$ cat config.mk
export PLATFORM = sky130hd
export DESIGN_NAME = sync_length_checksum_deframer
export DESIGN_NICKNAME = d
export VERILOG_FILES = /design/src/hw/rtl/sldf_pkg.sv /design/src/hw/rtl/sldf_in_reg.sv /design/src/hw/rtl/sldf_core.sv /design/src/hw/rtl/sldf_out_reg.sv /design/src/hw/rtl/sync_length_checksum_deframer.sv
export SDC_FILE = /design/constraint.sdc
export NUM_CORES = 1
export LEC_CHECK = 0
export ABC_AREA = 0
export BUFFER_PORTS_ARGS = -buffer_cell sky130_fd_sc_hd__clkbuf_2
export CAP_MARGIN = 10
export CORE_UTILIZATION = 52
export CTS_BUF_LIST = sky130_fd_sc_hd__clkbuf_8
export DETAILED_ROUTE_END_ITERATION = 6
export GPL_TIMING_DRIVEN = 0
export PLACE_DENSITY = 0.72
export RECOVER_POWER = 25
export SLEW_MARGIN = 5
export SYNTH_ARGS = -nofsm -noshare
export SYNTH_HDL_FRONTEND = slang
export SYNTH_HIERARCHICAL = 1
export SYNTH_SLANG_ARGS = --single-unit
$ cat constraint.sdc
create_clock -name clk -period 7.25 [get_ports clk]
set_input_delay 1.45 -clock clk [delete_from_list [all_inputs] [get_ports clk]]
set_output_delay 1.45 -clock clk [all_outputs]
set_load 0.05 [all_outputs]
$ cat src/hw/rtl/sldf_pkg.sv
package sldf_pkg;

  // Receive phase, one-hot
  typedef enum logic [3:0] {
    PH_HUNT  = 4'b0001,
    PH_SYNC1 = 4'b0010,
    PH_LEN   = 4'b0100,
    PH_BODY  = 4'b1000
  } phase_t;

  // Error codes reported with each result
  typedef enum logic [1:0] {
    ERR_NONE = 2'd0,
    ERR_LEN  = 2'd1,
    ERR_SUM  = 2'd2
  } err_t;

  // Configuration register indexes
  localparam logic [1:0] REG_SYNC0  = 2'd0;
  localparam logic [1:0] REG_SYNC1  = 2'd1;
  localparam logic [1:0] REG_MAXLEN = 2'd2;

  // Configuration reset values
  localparam logic [7:0] SYNC0_RST  = 8'd170;
  localparam logic [7:0] SYNC1_RST  = 8'd85;
  localparam logic [7:0] MAXLEN_RST = 8'd255;

  // One result transaction
  typedef struct packed {
    logic       payload_valid;
    logic [7:0] payload_byte;
    logic [7:0] payload_index;
    logic       frame_complete;
    err_t       error_code;
  } result_t;

endpackage

$ cat src/hw/rtl/sldf_in_reg.sv
module sldf_in_reg (
  input  logic       clk,
  input  logic       rst_n,
  input  logic       in_tvalid,
  output logic       in_tready,
  input  logic [7:0] in_tdata,
  input  logic       take,
  output logic       valid_r,
  output logic [7:0] byte_r
);
  import sldf_pkg::*;

  // Accept when empty or when the held byte moves on this cycle
  assign in_tready = !valid_r || take;

  // Track occupancy
  always_ff @(posedge clk) begin
    if (!rst_n) begin
      valid_r <= 1'b0;
    end else if (in_tready) begin
      valid_r <= in_tvalid;
    end
  end

  // Hold the byte
  always_ff @(posedge clk) begin
    if (in_tvalid && in_tready) begin
      byte_r <= in_tdata;
    end
  end

endmodule

$ cat src/hw/rtl/sldf_core.sv
module sldf_core (
  input  logic              clk,
  input  logic              rst_n,
  input  logic              cfg_we,
  input  logic [1:0]        cfg_addr,
  input  logic [7:0]        cfg_data,
  input  logic              step,
  input  logic [7:0]        rx_byte,
  output sldf_pkg::result_t res
);
  import sldf_pkg::*;

  logic [7:0] sync0_r;
  logic [7:0] sync1_r;
  logic [7:0] max_len_r;

  phase_t     phase_r, phase_nxt;
  logic [8:0] rem_r, rem_nxt;
  logic [7:0] sum_r, sum_nxt;
  logic [7:0] len_r, len_nxt;
  logic [7:0] sum_add;
  logic [8:0] rem_dec;

  // Configuration registers
  always_ff @(posedge clk) begin
    if (!rst_n) begin
      sync0_r   <= SYNC0_RST;
      sync1_r   <= SYNC1_RST;
      max_len_r <= MAXLEN_RST;
    end else if (cfg_we) begin
      case (cfg_addr)
        REG_SYNC0:  sync0_r   <= cfg_data;
        REG_SYNC1:  sync1_r   <= cfg_data;
        REG_MAXLEN: max_len_r <= cfg_data;
        default: ;
      endcase
    end
  end

  assign sum_add = sum_r + rx_byte;
  assign rem_dec = (rem_r != 9'd0) ? rem_r - 9'd1 : rem_r;

  // Frame state update and result for one byte
  always_comb begin
    phase_nxt = phase_r;
    rem_nxt   = rem_r;
    sum_nxt   = sum_r;
    len_nxt   = len_r;
    res       = '0;
    res.error_code = ERR_NONE;
    case (phase_r)
      PH_HUNT: begin
        if (rx_byte == sync0_r) phase_nxt = PH_SYNC1;
      end
      PH_SYNC1: begin
        phase_nxt = (rx_byte == sync1_r) ? PH_LEN : PH_HUNT;
      end
      PH_LEN: begin
        if (rx_byte <= max_len_r) begin
          len_nxt   = rx_byte;
          rem_nxt   = {1'b0, rx_byte} + 9'd1;
          sum_nxt   = 8'd0;
          phase_nxt = PH_BODY;
        end else begin
          phase_nxt      = PH_HUNT;
          res.error_code = ERR_LEN;
        end
      end
      PH_BODY: begin
        sum_nxt = sum_add;
        // Checksum byte comes first; payload follows it
        if (rem_r != 9'd0 && rem_r <= {1'b0, len_r}) begin
          res.payload_valid = 1'b1;
          res.payload_byte  = rx_byte;
          res.payload_index = len_r - rem_r[7:0];
        end
        rem_nxt = rem_dec;
        if (rem_dec == 9'd0) begin
          if (sum_add == 8'd0) res.frame_complete = 1'b1;
          else                 res.error_code     = ERR_SUM;
          phase_nxt = PH_HUNT;
        end
      end
      default: begin
        phase_nxt = PH_HUNT;
      end
    endcase
  end

  // Advance frame state once per consumed byte
  always_ff @(posedge clk) begin
    if (!rst_n) begin
      phase_r <= PH_HUNT;
      rem_r   <= 9'd0;
      sum_r   <= 8'd0;
      len_r   <= 8'd0;
    end else if (step) begin
      phase_r <= phase_nxt;
      rem_r   <= rem_nxt;
      sum_r   <= sum_nxt;
      len_r   <= len_nxt;
    end
  end

endmodule

$ cat src/hw/rtl/sldf_out_reg.sv
module sldf_out_reg (
  input  logic              clk,
  input  logic              rst_n,
  input  logic              load,
  input  sldf_pkg::result_t res,
  output logic              out_tvalid,
  input  logic              out_tready,
  output logic [23:0]       out_tdata,
  output logic              out_tlast,
  output logic [0:0]        out_tuser
);
  import sldf_pkg::*;

  logic    valid_r;
  result_t res_r;

  // Hold a result until the consumer takes it
  always_ff @(posedge clk) begin
    if (!rst_n) begin
      valid_r <= 1'b0;
    end else if (load) begin
      valid_r <= 1'b1;
    end else if (out_tready) begin
      valid_r <= 1'b0;
    end
  end

  always_ff @(posedge clk) begin
    if (load) begin
      res_r <= res;
    end
  end

  assign out_tvalid = valid_r;
  assign out_tdata  = {6'd0, res_r.error_code, res_r.payload_index, res_r.payload_byte};
  assign out_tlast  = res_r.frame_complete;
  assign out_tuser  = res_r.payload_valid;

endmodule

$ cat src/hw/rtl/sync_length_checksum_deframer.sv
// Frame receiver for a byte stream laid out as sync0, sync1, length, checksum,
// then length payload bytes. Every accepted byte yields exactly one result
// transaction: payload bytes come out with their index (out_tuser high), the
// last byte of a frame whose 8-bit sum of checksum and payload is zero raises
// out_tlast, and a length above the limit or a nonzero sum is flagged in the
// error field; a consumer drops a frame's payload on error. The block takes
// one byte per clock while out_tready is high. A byte waits in the input
// register, and the frame state update (a compare and an 8-bit add) is
// combinational between that register and the result register, which holds
// the result until out_tready takes it. A stalled result holds the input
// register, which then drops in_tready. The user must write the sync values
// and the length limit through cfg_* only while no byte is held inside the
// block; the block itself does not enforce this. A write between the bytes
// of a frame applies to the next compare and keeps a length already accepted.
module sync_length_checksum_deframer (
  input  logic        clk,
  input  logic        rst_n,
  input  logic        cfg_we,
  input  logic [1:0]  cfg_addr,
  input  logic [7:0]  cfg_data,
  input  logic        in_tvalid,
  output logic        in_tready,
  input  logic [7:0]  in_tdata,   // [7:0] rx_byte
  output logic        out_tvalid,
  input  logic        out_tready,
  output logic [23:0] out_tdata,  // [7:0] payload_byte, [15:8] payload_index,
                                  // [17:16] error_code, [23:18] zero
  output logic        out_tlast,  // frame_complete
  output logic [0:0]  out_tuser   // [0] payload_valid
);
  import sldf_pkg::*;

  logic       in_valid_r;
  logic [7:0] in_byte_r;
  logic       take;
  result_t    res;

  // Move a byte into the result register when that register frees up
  assign take = in_valid_r && (!out_tvalid || out_tready);

  sldf_in_reg u_in_reg (
    .clk       (clk),
    .rst_n     (rst_n),
    .in_tvalid (in_tvalid),
    .in_tready (in_tready),
    .in_tdata  (in_tdata),
    .take      (take),
    .valid_r   (in_valid_r),
    .byte_r    (in_byte_r)
  );

  sldf_core u_core (
    .clk      (clk),
    .rst_n    (rst_n),
    .cfg_we   (cfg_we),
    .cfg_addr (cfg_addr),
    .cfg_data (cfg_data),
    .step     (take),
    .rx_byte  (in_byte_r),
    .res      (res)
  );

  sldf_out_reg u_out_reg (
    .clk        (clk),
    .rst_n      (rst_n),
    .load       (take),
    .res        (res),
    .out_tvalid (out_tvalid),
    .out_tready (out_tready),
    .out_tdata  (out_tdata),
    .out_tlast  (out_tlast),
    .out_tuser  (out_tuser)
  );

`ifndef ASSERT_OFF
  // A completed frame carries no error
  a_done_no_err: assert property (@(posedge clk) disable iff (!rst_n)
    out_tvalid && out_tlast |-> out_tdata[17:16] == ERR_NONE)
    else $error("frame complete with error code");

  // A length error never comes with payload
  a_len_no_payload: assert property (@(posedge clk) disable iff (!rst_n)
    out_tvalid && out_tdata[17:16] == ERR_LEN |-> !out_tuser[0])
    else $error("length error on a payload byte");

  // Error field holds a defined code
  a_err_code: assert property (@(posedge clk) disable iff (!rst_n)
    out_tvalid |-> (out_tdata[17:16] == ERR_NONE || out_tdata[17:16] == ERR_LEN ||
                    out_tdata[17:16] == ERR_SUM))
    else $error("undefined error code");

  // Non-payload results carry zero byte and index
  a_idle_fields: assert property (@(posedge clk) disable iff (!rst_n)
    out_tvalid && !out_tuser[0] |-> out_tdata[15:0] == 16'd0)
    else $error("payload fields set without payload");

  // A byte held in the input stage reaches the result register once it frees up
  a_advance: assert property (@(posedge clk) disable iff (!rst_n)
    in_valid_r && !out_tvalid |=> out_tvalid)
    else $error("held byte did not advance");
`endif

endmodule
==> flow_summary.yaml <==
layout:
  drive_gt1_share_pct: 16.00
  fillers: 822
  diodes: 0
  nets: 627
  utilization_pct: 59.85
  final_cell_mix: "55 x dfxtp_1, 41 x clkbuf_2, 36 x nand2_1, 32 x nor2b_1, 32 x ha_1"
  area_delta_synth_final_pct: 11.81
  final_common_cell: "dfxtp_1"
worst_setup_path:
  cp-end-kind: "output pin"
  cp.required_ns: 5.80
  crit_type: "input pin to output pin"
  path_buf_inv: 3
  critPathTopFamily: "compound AO/OA/AOI/OAI gates"
  max_stage_delay_ns: 0.69
  cp-start-kind: "input pin"
  cp.arrival_ns: 2.94
  worst-path-stages: 5
  crit_path_max_fanout: 28
  worstPathCellList: "clkbuf_1 -> inv_1 -> a21boi_4 -> nand2b_4 -> clkbuf_2"
  cpMaxStageDelayCell: "a21boi_4"
  reg2regPathDepth: 6
floorplan:
  die_h_microns: 99.53
  die_w_microns: 99.53
  dieArea_sq_um: 9905
  core-area_sq_um: 9240
  fp-row-count: 35
  top_level_ports: 51
  initial_utilization_pct: 53.53
min_path:
  hold_class: "flop to flop"
  min_path_cells: 2
global_route:
  grt_pass1_wl_mm: 17.95
  grt_pass1_vias: 3624
  grt_max_degree: 29
  grt_remaining_overflow: 0
  antenna_found_initial: 0
  track_usage_pct: 23.50
synthesis:
  synth-edff-count: 28
  syn-cell-area_sq_um: 4946
  yosys_warnings: 6
  avgSynthCellArea_sq_um: 9.698
  yosys-top-cells-area: "dfxtp_1 22%, edfxtp_1 17%, ha_1 8.1%, mux2i_1 5.9%, xnor2_1 5.3%"
  ys_ff_latch: 83
  ys.flop_type: "dfxtp_1"
  synth.distinct_cells: 71
  syn-instance-count: 510
  async_reset_ff_share_pct: 0
  yosysTopAreaCellShare_pct: 22.26
  synth_top_cell_by_area: "dfxtp_1"
  yosysSeqAreaShare_pct: 39.26
drt:
  wl_per_cell_microns: 15.47
  firstDrtPassIters: 5
  vias: 3884
  routed_wl_mm: 10.89
  drt_iter0_markers: 300
  drc: 0
  via_per_inst: 5.517
  ant_nets: 0
sta:
  rsz0062_at_grt: "no"
  timing.hold.ws_ns: 0.5051
  fmax_mhz: 227.7
  period_share_pct: 60.59
  tightest_slew_ns: 0.8696
  drv_slew: 0
  clock_skew_ns: 0.01262
  fin_setup_tns_ns: 0
  hold_violations: 0
  setup_viol: 0
  slew_headroom_pct: 41.88
  post-route-min-period_ns: 4.392
outcome:
  outcome: "finished, final reports clean"
flow_run:
  drv_cap: 0
clock_network:
  hold_buffers: 0
  cts_tree: "done"
  cts_setup_buffers: 0
  clockRootBuffer: "clkbuf_8"
  clockBufferDepth: 2
  h-tree-depth: 3
  post_cts_resize_count: 0
  path_clk_slew_ns: 0.08
  cts_sinks: 83
  insertion_delay_ns: 0.36
  numCtsBuffers: 9
place:
  io_buffers: 44
  gp_congestion: 0.8796
  hpwl_mm: 8.278
power:
  powerDensity_nw_per_um2: 167.6
  fin_total_pwr_w: 0.0009269
  p_leak_nw: 2.122
  irDropWorstVdd_mv: 0.1199
[state kept, by name (all words and copies together), names as in the netlist, 4 cells and up]
signal and cells:
u_out_reg/out_tdata 18, u_core/rem_r 9, u_core/len_r 8, u_core/max_len_r 8, u_core/sum_r 8, u_core/sync0_r 8
u_core/sync1_r 8, u_in_reg/byte_r 8, u_core/phase_r 4
[worst min-delay path, delay by kind of cell (launching register included)]
family	cells	cell delay [ns]
DFF	1	0.35
and+or+nand+nor	1	0.06
muxes	1	0.07
[cells in the mapped netlist, drive strengths merged, types with 2 or more instances]
cell type  count
a211oi         8
a21boi         7
a21o           3
a21oi         15
a22oi          8
a31oi          2
a41oi          2
and2          13
and3           2
buf           13
clkbuf        22
dfxtp         55
edfxtp        28
fa             2
ha            32
inv           30
mux2i         29
nand2         36
nand2b         3
nand3         11
nand3b         2
nand4         10
nor2          27
nor2b         33
nor3           5
nor3b          3
nor4           4
nor4b          4
o211a          2
o211ai        14
o21a           7
o21ai         15
o21bai         2
o22ai          3
o31ai          2
or2            2
or3            5
or4            2
or4b           3
xnor2         31
xor2           5
[metal layers]
layer | wire [microns] | GRT usage (%) | vias to the layer above
met5 | 0 | 0 | -
met3 | 670 | 3.795 | 23
met2 | 5268 | 39.96 | 134
met1 | 4728 | 29.77 | 1815
li1 | - | - | 1912
met4 | 225 | 9.502 | 0
[where the power goes]
group          internal [W]  leakage (nW)  total [W]  switching, W
clock network      0.000125        0.0795   0.000301      0.000175
registers          0.000496         0.706   0.000506    0.00000955
logic             0.0000397          1.34   0.000120     0.0000806
[stage by stage]
step	instances	setup slack [ns]	instance area, sq um
2_1_floorplan	515	2.620	4965
3_3_place_gp	688	1.564	5346
3_5_place_dp	688	2.864	5358
4_1_cts	704	2.868	5534
5_1_grt	704	2.694	5530
6_report	704	2.858	5530
[final timing paths]
path                                       start                             end  slack, ns
setup / recovery                      out_tready                       in_tready       2.86
hold / removal    u_core/sync1_r[2]$_SDFFE_PN1P_  u_core/sync1_r[2]$_SDFFE_PN1P_       0.51
setup reg to reg    u_in_reg/byte_r[1]$_DFFE_PP_   u_out_reg/out_tlast$_DFFE_PP_       4.12
hold reg to reg   u_core/sync1_r[2]$_SDFFE_PN1P_  u_core/sync1_r[2]$_SDFFE_PN1P_       0.51
[kinds of logic after synthesis]
| family | synth area share, % |
|---|---|
| muxes | 5.869 |
| other | 0.07582 |
| xor gates and xnor gates | 6.527 |
| DFF | 39.26 |
| and+or+nand+nor | 19.43 |
| AOI/OAI and AO/OA | 14.01 |
| buffers and inverters | 5.919 |
| adders and majority gates | 8.905 |
[area by class of cell]
type | count | area [sq um] | share of cell area (%)
buffer | 35 | 180.2 | 3.258
clock buffer | 9 | 123.9 | 2.240
clock inverter | 7 | 52.55 | 0.9502
inverter | 30 | 112.6 | 2.036
multi-input combinational | 367 | 2741 | 49.57
sequential | 83 | 1942 | 35.11
tap | 129 | 161.4 | 2.919
timing repair buffer | 44 | 216.5 | 3.914
Note: power is estimated with default switching activity, not from simulation.
